===== src/spq_pkg.sv =====
// Shared types, constants and helper functions for the strict-priority packet queue.
// Used by the channel interfaces, the controller, the datapath and the top level.
package spq_pkg;

	localparam int FIFO_DEPTH  = 64;
	localparam int NUM_CLASSES = 4;
	localparam int CLS_W       = $clog2(NUM_CLASSES);
	localparam int PTR_W       = $clog2(FIFO_DEPTH);
	localparam int CNT_W       = $clog2(FIFO_DEPTH + 1);
	localparam int ADDR_W      = $clog2(NUM_CLASSES * FIFO_DEPTH);
	localparam int BYTES_W     = 20;
	localparam int TOTAL_W     = 22;
	localparam int SIZE_W      = 14;
	localparam int TAG_W       = 16;
	localparam int QUANT_W     = 16;
	localparam int ACC_W       = QUANT_W + 1;
	localparam int DIV_IDX_W   = $clog2(ACC_W);
	localparam int ENTRY_W     = TAG_W + SIZE_W;
	localparam int CFG_IDX_W   = 1;
	localparam int CFG_DATA_W  = 16;

	localparam logic [BYTES_W-1:0] BYTES_MAX     = {BYTES_W{1'b1}};
	localparam logic [QUANT_W-1:0] QUANT_RESET   = 16'd1500;
	localparam logic [SIZE_W-1:0]  DUMMY_RESET   = 14'd1500;

	localparam logic [2:0] CLS_BULK = 3'd0;
	localparam logic [2:0] CLS_LOW  = 3'd1;
	localparam logic [2:0] CLS_MID  = 3'd2;
	localparam logic [2:0] CLS_HIGH = 3'd3;
	localparam logic [2:0] CLS_IDLE = 3'd4;

	localparam logic [1:0] CMD_ENQ  = 2'd0;
	localparam logic [1:0] CMD_SVC  = 2'd1;
	localparam logic [1:0] CMD_DOOR = 2'd2;
	localparam logic [1:0] CMD_RSVD = 2'd3;

	localparam logic [1:0] KIND_CTRL  = 2'd0;
	localparam logic [1:0] KIND_NDP   = 2'd1;
	localparam logic [1:0] KIND_BULK  = 2'd2;
	localparam logic [1:0] KIND_OTHER = 2'd3;

	localparam logic [CFG_IDX_W-1:0] REG_QUANTUM = 1'b0;
	localparam logic [CFG_IDX_W-1:0] REG_DUMMY   = 1'b1;

	typedef struct packed {
		logic [1:0]        cmd;
		logic [1:0]        pkt_kind;
		logic              trimmed;
		logic              retransmitted;
		logic [SIZE_W-1:0] pkt_size;
		logic [TAG_W-1:0]  pkt_tag;
		logic              bulk_waiting;
	} in_item_t;

	typedef struct packed {
		logic               send_valid;
		logic [TAG_W-1:0]   send_tag;
		logic [SIZE_W-1:0]  send_size;
		logic [1:0]         send_class;
		logic               bulk_pull;
		logic               push_notice;
		logic [2:0]         serving_class;
		logic [TOTAL_W-1:0] total_bytes;
		logic               dropped;
	} out_item_t;

	typedef enum logic [1:0] {
		ST_IDLE,
		ST_EXEC,
		ST_DIV,
		ST_FIN
	} state_t;

	typedef struct packed {
		logic latch;
		logic exec;
		logic div_step;
		logic fin;
	} ctl_cmd_t;

	typedef struct packed {
		logic need_div;
		logic div_last;
		logic out_busy;
	} dp_stat_t;

	function automatic logic [CLS_W-1:0] classify(input logic [1:0] kind, input logic hdr,
		input logic retx);
		logic [2:0] c;
		unique case (kind)
			KIND_CTRL:  c = CLS_HIGH;
			KIND_NDP:   c = hdr ? CLS_HIGH : (retx ? CLS_MID : CLS_LOW);
			KIND_BULK:  c = CLS_BULK;
			KIND_OTHER: c = CLS_LOW;
			default:    c = CLS_LOW;
		endcase
		return c[CLS_W-1:0];
	endfunction

endpackage


===== src/spq_ctrl.sv =====
// Sequencing state machine of the packet queue.
// Depends on spq_pkg; drives the datapath through ctl_cmd_t and watches dp_stat_t.
module spq_ctrl (
	input  logic              clk,
	input  logic              arst_n,
	input  logic              in_valid,
	output logic              in_ready,
	input  spq_pkg::dp_stat_t stat,
	output spq_pkg::ctl_cmd_t cmd
);
	spq_pkg::state_t state_q, state_nxt;
	logic out_free;

	assign out_free = !stat.out_busy;

	always_ff @(posedge clk or negedge arst_n) begin
		if (!arst_n) begin
			state_q <= spq_pkg::ST_IDLE;
		end else begin
			state_q <= state_nxt;
		end
	end

	always_comb begin
		state_nxt = state_q;
		unique case (state_q)
			spq_pkg::ST_IDLE: if (in_valid) state_nxt = spq_pkg::ST_EXEC;
			spq_pkg::ST_EXEC: state_nxt = stat.need_div ? spq_pkg::ST_DIV : spq_pkg::ST_FIN;
			spq_pkg::ST_DIV:  if (stat.div_last) state_nxt = spq_pkg::ST_FIN;
			spq_pkg::ST_FIN:  if (out_free) state_nxt = spq_pkg::ST_IDLE;
			default:          state_nxt = spq_pkg::ST_IDLE;
		endcase
	end

	always_comb begin
		in_ready     = 1'b0;
		cmd          = '0;
		unique case (state_q)
			spq_pkg::ST_IDLE: begin
				in_ready  = 1'b1;
				cmd.latch = in_valid;
			end
			spq_pkg::ST_EXEC: cmd.exec = 1'b1;
			spq_pkg::ST_DIV:  cmd.div_step = 1'b1;
			spq_pkg::ST_FIN:  cmd.fin = out_free;
			default: ;
		endcase
	end
endmodule


===== config.mk =====
export PLATFORM = sky130hd
export DESIGN_NAME = spq_ctrl
export DESIGN_NICKNAME = d
export VERILOG_FILES = /design/src/spq_pkg.sv /design/src/spq_ctrl.sv
export SDC_FILE = /design/constraint.sdc
export NUM_CORES = 1
export LEC_CHECK = 0
export BUFFER_PORTS_ARGS = -buffer_cell sky130_fd_sc_hd__buf_2
export CORE_AREA = 2 2 39 41
export DETAILED_ROUTE_END_ITERATION = 10
export DIE_AREA = 0 0 41 43
export GPL_TIMING_DRIVEN = 0
export PLACE_DENSITY_LB_ADDON = 0.15
export SYNTH_ARGS = -nofsm -noshare
export SYNTH_HDL_FRONTEND = slang
export SYNTH_SLANG_ARGS = --single-unit

===== constraint.sdc =====
create_clock -name clk -period 1.4 [get_ports clk]
set_input_delay 0.35 -clock clk [delete_from_list [all_inputs] [get_ports clk]]
set_output_delay 0.35 -clock clk [all_outputs]
set_load 0.1 [all_outputs]

* Word-level counts from Yosys, hierarchy flattened *
Index checks and enable logic that the tools add are counted.

word-level totals
  bits of input ports = 6
  flip-flop bits (word level) = 2
  output and inout bits = 5
  logic and storage cells = 20

operators by class
  mux-type cells = 10
  eq/ne operators = 6
  reductions and logical operators = 3

operator list
  cell                  number
  $pmux W2 S4           1
  $mux W1               6
  $mux W2               3
  $ne A2 B2 Y1 const B  3
  $eq A2 B2 Y1 const B  2
  $reduce_and A3 Y1     1
  $eq A2 B1 Y1 const B  1
  $logic_not A2 Y1      1
  $logic_not A1 Y1      1

* Logic depth before layout (Yosys ltp) *
Gate-level depths: netlist (run 1).

  depth after elaboration = 3
  gate-level depth with buffers = 5
  depth with buffers taken out = 5

* Worst setup path before layout (run 1) *
No wires, ideal clock.

  path type = reg-to-output
  start point = register state_q[0]
  end point = output cmd[3] (netlist bit)
  buffers on the path = 0
  stages on the path, launching flop included = 4
  required time = 1.050 ns
  path slack = -1.146 ns
  arrival time = 2.196 ns
  path through = dfrtp_1 inv_1 ha_1 and2_1

RTL lines
  element                 line            source
  from (decl)             spq_ctrl.sv:11  spq_pkg::state_t state_q, state_nxt;
  from (signal assigned)  spq_ctrl.sv:18  state_q <= spq_pkg::ST_IDLE;
  from (signal assigned)  spq_ctrl.sv:20  state_q <= state_nxt;
  to (decl)               spq_ctrl.sv:9   output spq_pkg::ctl_cmd_t cmd

==> run summary, run 1 <==
WL final -> 475 um
PortBufs -> 10
Fin nets -> 52
Status -> complete, but fails checks
CTS tree -> built
Crit Reg-Reg Startpoint -> state_q[0]
Total die area -> 1760 um2
Max-cap violation count -> 0
Fmax -> 0.650 GHz
CTS sink cnt -> 2
Largest net degree at the start of global routing -> 6
Root buf cell -> clkbuf_4
Core area -> 1380 um2
Skew-Pair Late Insertion Delay -> 220 ps
DPL Wire Length -> 342 um
Routability cong. -> 0.623
Fin Setup TNS -> -632 ps
Netlist cell types -> 13
Via count -> 202
DP Area -> 307 um2
IO Pins -> 11
Global-route wire length before repair -> 814 um
Post-synthesis sequential area ratio -> 0.252
Vias per cell -> 3.61
Worst reg2reg path depth -> 7
Synth Warn # -> 0
Post-layout worst setup margin -> -139 ps
Mapped cell area -> 199 um2
Clock slew seen by the registers of the worst setup and hold paths -> 30 ps
Final hold viol count -> 0
Initial antenna violation count -> 0
Worst min path class -> input port to async pin
Slew HR -> 0.894
DRC Markers -> 0
Pins Over Slew Limit -> 0
DRT antenna net count -> 0
Period utilization -> 1.10
Htree depth -> 1
RSZ-0062 raised after global routing -> true
Seq cells post-synth -> 2
Tightest Pin Transition -> 156 ps
CTS Buffer Depth -> 2
Starting Density -> 0.144
Global route overflow -> 0
Reg2Reg Capture Point -> state_q[1]
Setup CP Type -> flop to output port
Final setup violation count -> 7
Critical Path Source Type -> flop
Biggest regs -> state_q (2)
Max reg flops -> 2
Worst Setup End Kind -> output port
Setup Skew -> 1.45 ps
Vias in the first global route -> 216
Post-route cell area -> 483 um2
Largest Register -> state_q
Worst hold slack -> 435 ps
Area Growth Syn to Fin -> 143%
Global-route usage over all layers -> 0.0712
Worst Path Max Fanout -> 5
Pre-Repair DR Iteration Count -> 1
Post-DR wirelength/cell -> 8.48 um
N_diodes -> 0
Synth Net Count -> 29
R2R setup slack -> -30 ps
CP required -> 1050 ps
Die X -> 41 um
Die Y -> 43 um
Avg Cell Area, Syn -> 10.5 um2
Synthesized instance count -> 19
Failing checks -> negative setup slack
WP data arrival -> 1190 ps
DRT iter0 DRCs -> 0
FP Rows -> 14
CTS buffer count -> 3
Final min period -> 1540 ps
Share of layout cells above drive strength 1 -> 0.800
[cell families (layout without fill, tap and decap cells)]
group / after synthesis / after routing / share of synthesized area
buffers and inverters: 2 / 23 / 0.0377
AOI/OAI and AO/OA: 2 / 2 / 0.101
muxes: 1 / 1 / 0.0754
DFF: 2 / 2 / 0.252
adders and majority gates: 4 / 4 / 0.252
and+or+nand+nor: 8 / 8 / 0.283
[per-stage QoR]
step,cells,util,setup slack [ps]
2_1_floorplan,19,-,-204
5_1_grt,56,0.349,-198
3_3_place_gp,45,0.222,-193
6_report,56,0.349,-139
4_1_cts,55,0.338,-161
3_5_place_dp,45,0.222,-195
[metal layers]
metal | track usage | routed length [um] | vias up
li1 | - | - | 107
met4 | 0.0800 | 0 | 0
met2 | 0.0906 | 278 | 6
met5 | 0 | 0 | -
met3 | 0.0157 | 31 | 0
met1 | 0.0865 | 165 | 89
[synthesized netlist by cell type]
master    n  area share
nor2_1    1       0.019
nand2b_4  1       0.069
nand2b_1  2       0.063
nand3_2   1       0.050
nand2_1   1       0.019
ha_1      4        0.25
inv_1     2       0.038
and2_1    1       0.031
nor2b_1   1       0.031
a41oi_1   1       0.044
o2bb2a_2  1       0.057
dfrtp_1   2        0.25
mux2_4    1       0.075
[layout by cell type, fill, tap and decap left out, types with 2 or more instances in the layout]
cell type	Yosys	layout
buf_2	0	5
buf_12	0	5
buf_4	0	5
clkbuf_4	0	3
inv_2	0	2
nand2b_1	2	2
ha_4	0	2
buf_6	0	2
[worst max-delay path: stages, from the launching register on]
cell	delay [ps]
dfrtp_2	420
inv_2	100
ha_4	140
and2_4	140
buf_12	160
[worst max path at each step]
stage / startpoint / end / slack [ps] / depth (start not counted)
2_1_floorplan: state_q[1] / cmd[3] / -200 / 3
3_3_place_gp: state_q[1] / cmd[3] / -190 / 4
3_5_place_dp: state_q[0] / cmd[3] / -190 / 4
4_1_cts: state_q[0] / cmd[3] / -160 / 4
5_1_grt: state_q[1] / cmd[3] / -200 / 4
6_report: state_q[1] / cmd[3] / -140 / 4
[area by class of cell]
cell class / instances / area (um2)
Sequential cell: 2 / 51.3
Inverter: 2 / 7.51
Fill cell: 147 / 901
Tap cell: 16 / 20.0
Timing Repair Buffer: 18 / 195
Clock buffer: 3 / 22.5
Multi-Input combinational cell: 15 / 186
[what timing repair did]
item,in CTS,in global routing
pin swaps,5,1
setup buffers,6,1
setup endpoints to repair,5,7
resized for setup,23,1
hold endpoints to repair,2,0
hold buffers,1,0
Power of run 1 is not shown: default switching activity piles up to over one toggle a cycle in this logic, so the estimate is an artifact.
==> run 2: changes to the inputs <==
--- a/config.mk
+++ b/config.mk
@@ -7,10 +7,12 @@
 export LEC_CHECK = 0
 export BUFFER_PORTS_ARGS = -buffer_cell sky130_fd_sc_hd__buf_2
 export CORE_AREA = 2 2 39 41
+export CTS_CLUSTER_SIZE = 30
 export DETAILED_ROUTE_END_ITERATION = 10
 export DIE_AREA = 0 0 41 43
 export GPL_TIMING_DRIVEN = 0
 export PLACE_DENSITY_LB_ADDON = 0.15
+export RECOVER_POWER = 100
 export SYNTH_ARGS = -nofsm -noshare
 export SYNTH_HDL_FRONTEND = slang
 export SYNTH_SLANG_ARGS = --single-unit
==> run 2 against run 1 <==
  * The run still ends with negative setup slack left
  * Global-route usage did not move
  * Register-to-register slack hardly changed
  * First-iteration DRC count unchanged
  * Wire length unchanged
  * Maximum frequency barely moved
  * Via count unchanged
  * Non-clock buffer count unchanged
  * Final cell count did not move
  * Final area shrank 0.26%
  * Critical path type unchanged
  * Highest routed layer unchanged
  * Clock skew barely moved
  * Critical path depth stayed put
==> run summary, run 2 (synthesis results as in run 1) <==
Die X -> 41 um
Root buf cell -> clkbuf_4
PortBufs -> 10
Biggest regs -> state_q (2)
Crit-path leading delay family -> flip-flops
RSZ-0062 raised after global routing -> true
Area Growth Syn to Fin -> 142%
Setup crit start -> state_q[1]
Failing checks -> negative setup slack
Fmax -> 0.650 GHz
Critical Path Source Type -> flop
Max-cap violation count -> 0
Stages on the worst setup path -> 4
Period utilization -> 1.10
Reg2Reg Capture Point -> state_q[1]
CP peak stage delay -> 420 ps
CTS Buffer Depth -> 2
Buffers plus inverters on the worst setup path -> 2
Final setup violation count -> 7
Global route overflow -> 0
Pins Over Slew Limit -> 0
Share of layout cells above drive strength 1 -> 0.775
Fin Setup TNS -> -632 ps
IO Pins -> 11
Setup CP Type -> flop to output port
Fin nets -> 52
Finished Core Util -> 0.348
Final hold viol count -> 0
FP Rows -> 14
Global-route wire length before repair -> 814 um
DRC Markers -> 0
Via count -> 202
Starting Density -> 0.144
Worst min path class -> input port to async pin
DPL Wire Length -> 342 um
Setup Skew -> 1.50 ps
Most frequent cells in the layout -> 5 x buf_12, 5 x buf_4, 4 x buf_2
Routability cong. -> 0.623
Initial antenna violation count -> 0
WP data arrival -> 1190 ps
Htree depth -> 1
Clock slew seen by the registers of the worst setup and hold paths -> 30 ps
Slew HR -> 0.894
Max reg flops -> 2
Post-DR wirelength/cell -> 8.48 um
Worst Setup End Kind -> output port
CTS sink cnt -> 2
Pre-Repair DR Iteration Count -> 1
Critical Path Slowest Stage Cell -> dfrtp_2
Crit Reg-Reg Startpoint -> state_q[0]
N_diodes -> 0
Vias per cell -> 3.61
Skew-Pair Late Insertion Delay -> 220 ps
DRT antenna net count -> 0
Worst reg2reg path depth -> 7
Largest net degree at the start of global routing -> 6
Tightest Pin Transition -> 156 ps
Post-layout worst setup margin -> -139 ps
Largest Register -> state_q
Total die area -> 1760 um2
DRT iter0 DRCs -> 0
Worst Path Max Fanout -> 5
Critical-path cell list -> inv_2 -> ha_4 -> and2_4 -> buf_12
R2R setup slack -> -30 ps
WL final -> 475 um
Status -> complete, but fails checks
CP Capture Point -> cmd[3]
Die Y -> 43 um
Final min period -> 1540 ps
CP required -> 1050 ps
CTS tree -> built
Vias in the first global route -> 216
CTS buffer count -> 3
Core area -> 1380 um2
Global-route usage over all layers -> 0.0712
## run 2: cell types whose count changed in the layout (fill, tap and decap cells not counted), sizes merged
cell / before / now
clkbuf: 3 / 4
buf: 17 / 16
## run 2: repair_timing
action                     in CTS  in global routing
hold buffers                    1                  0
hold endpoints to repair        2                  0
setup endpoints to repair       5                  7
gates resized for setup        23                  1
pin swaps                       5                  1
buffers inserted                6                  1
## run 2: per-stage QoR
stage	std cells	setup WS, ps	hold WS (ps)	cell area, um2
finish	56	-139	436	482
detailed placement	45	-195	137	307
global placement	45	-193	134	307
floorplan	19	-204	54.4	236
CTS	55	-161	424	468
global route	56	-198	460	482
## run 2: worst min-delay path by stage
stage | from | end | cells after the start
floorplan | arst_n | state_q[0] | 0
global placement | arst_n | state_q[1] | 1
detailed placement | arst_n | state_q[1] | 1
CTS | arst_n | state_q[0] | 2
global route | arst_n | state_q[1] | 2
finish | arst_n | state_q[0] | 2
## run 2: metal layers
| layer | global-route usage | share of wire | up-vias |
|---|---|---|---|
| li1 | - | - | 107 |
| met1 | 0.0865 | 0.35 | 89 |
| met2 | 0.0906 | 0.59 | 6 |
| met3 | 0.0157 | 0.065 | 0 |
| met4 | 0.0800 | 0 | 0 |
| met5 | 0 | 0 | - |
## run 2: cell type report
cell class	instances	area, um2
fill	148	902
timing repair buffer	18	194
multi-input combinational	15	186
sequential	2	51.3
clock buffer	3	22.5
tap	16	20.0
inverter	2	7.51
Power of run 2 is left out for the same reason.
==> run 3: changes to the inputs <==
--- a/config.mk
+++ b/config.mk
@@ -13,6 +13,7 @@
 export GPL_TIMING_DRIVEN = 0
 export PLACE_DENSITY_LB_ADDON = 0.15
 export RECOVER_POWER = 100
+export REMOVE_ABC_BUFFERS = 1
 export SYNTH_ARGS = -nofsm -noshare
 export SYNTH_HDL_FRONTEND = slang
 export SYNTH_SLANG_ARGS = --single-unit
==> run 3 against run 2 <==
  * The run still ends with negative setup slack left
  * Setup slack hardly changed
  * Count of clock-buffer cells in the layout did not move
  * First-iteration DRC count did not move
  * Final cell count fell by 3.6%
  * Critical path type unchanged
==> run summary, run 3 (synthesis results as in run 1) <==
PortBufs -> 10
Die Y -> 43 um
WP data arrival -> 1190 ps
Worst Setup End Kind -> output port
Post-DR wirelength/cell -> 8.80 um
Status -> complete, but fails checks
Pre-Repair DR Iteration Count -> 1
Global-route wire length before repair -> 765 um
Setup Skew -> 3.03 ps
Htree depth -> 1
CTS buffer count -> 3
Root buf cell -> clkbuf_4
DRC Markers -> 0
Initial antenna violation count -> 0
Skew-Pair Late Insertion Delay -> 220 ps
RSZ-0062 raised after global routing -> true
Slew HR -> 0.866
Vias per cell -> 3.74
Largest Register -> state_q
Routability cong. -> 0.688
Biggest regs -> state_q (2)
Global route overflow -> 0
DRT antenna net count -> 0
IO Pins -> 11
CP required -> 1050 ps
Die X -> 41 um
CTS Buffer Depth -> 2
Tightest Pin Transition -> 202 ps
N_diodes -> 0
Area Growth Syn to Fin -> 125%
Post-route cell area -> 448 um2
Via count -> 202
Failing checks -> negative setup slack
Fin nets -> 50
Max reg flops -> 2
Worst min path class -> input port to async pin
Core area -> 1380 um2
Setup CP Type -> flop to output port
Period utilization -> 1.10
Post-layout worst setup margin -> -139 ps
Global-route usage over all layers -> 0.0703
CTS tree -> built
CTS sink cnt -> 2
Share of layout cells above drive strength 1 -> 0.789
Final hold viol count -> 0
Total die area -> 1760 um2
DP Area -> 269 um2
WL final -> 475 um
Commonest non-fill, non-tap cell in the layout -> buf_4
DRT iter0 DRCs -> 0
Most frequent cells in the layout -> 5 x buf_4, 4 x buf_2, 4 x buf_12
Max-cap violation count -> 0
Largest net degree at the start of global routing -> 6
Pins Over Slew Limit -> 0
Final min period -> 1540 ps
Worst Path Max Fanout -> 4
FP Rows -> 14
Vias in the first global route -> 210
Final setup violation count -> 5
# fillers -> 151
Critical Path Source Type -> flop
Clock slew seen by the registers of the worst setup and hold paths -> 30 ps
Starting Density -> 0.144
Fmax -> 0.650 GHz
-- run 3: changes by cell type in the layout (fill, tap and decap cells not counted) --
| cell | change |
|---|---|
| buf_12 | -1 |
| buf_6 | -1 |
| ha_2 | +1 |
| ha_4 | -1 |
| nand2b_1 | -1 |
| nand2b_4 | +1 |
-- run 3: area by class of cell --
class / count / area (um2) / share of cell area
flip-flops and latches: 2 / 51.3 / 0.115
well taps: 16 / 20.0 / 0.0447
multi-input cells: 15 / 184 / 0.411
repair buffers: 16 / 163 / 0.363
inverters: 2 / 7.51 / 0.0168
clock buffers: 3 / 22.5 / 0.0503
-- run 3: critical path: stages (launching register included) --
cell	delay, ps
dfrtp_1	410
buf_4	150
ha_1	210
buf_6	190
-- run 3: stage by stage --
stage	TNS (ps)	worst slack [ps]	hold WS (ps)	instances	utilization
CTS	-701	-151	431	53	0.307
global placement	-560	-207	134	45	0.194
detailed placement	-573	-211	137	45	0.194
floorplan	-3870	-1150	54.4	19	-
finish	-616	-139	448	54	0.324
global route	-877	-193	436	54	0.324
-- run 3: worst paths after layout --
check,from,endpoint,slack (ps),depth (start not counted)
setup reg to reg,state_q[0],state_q[0],40,5
hold reg to reg,state_q[1],state_q[1],590,1
hold / removal,arst_n,state_q[0],450,2
min in group clk,state_q[1],state_q[1],590,1
setup / recovery,state_q[0],cmd[2],-140,3
max in group asynchronous,arst_n,state_q[1],810,2
-- run 3: timing repair --
action                     CTS  global route
buffers inserted             4             1
setup endpoints to repair    5             7
pin swaps                    1             3
hold endpoints to repair     2             0
hold buffers                 1             0
gates resized for setup     27             3
-- run 3: routing by layer --
metal,up-vias,track usage,part of all wire,wire [um]
met5,-,0,0,0
met4,0,0.0800,0,0
met3,0,0.0314,0.040,19
met2,5,0.109,0.58,277
met1,96,0.0547,0.37,177
li1,101,-,-,-
Power of run 3 is left out for the same reason.
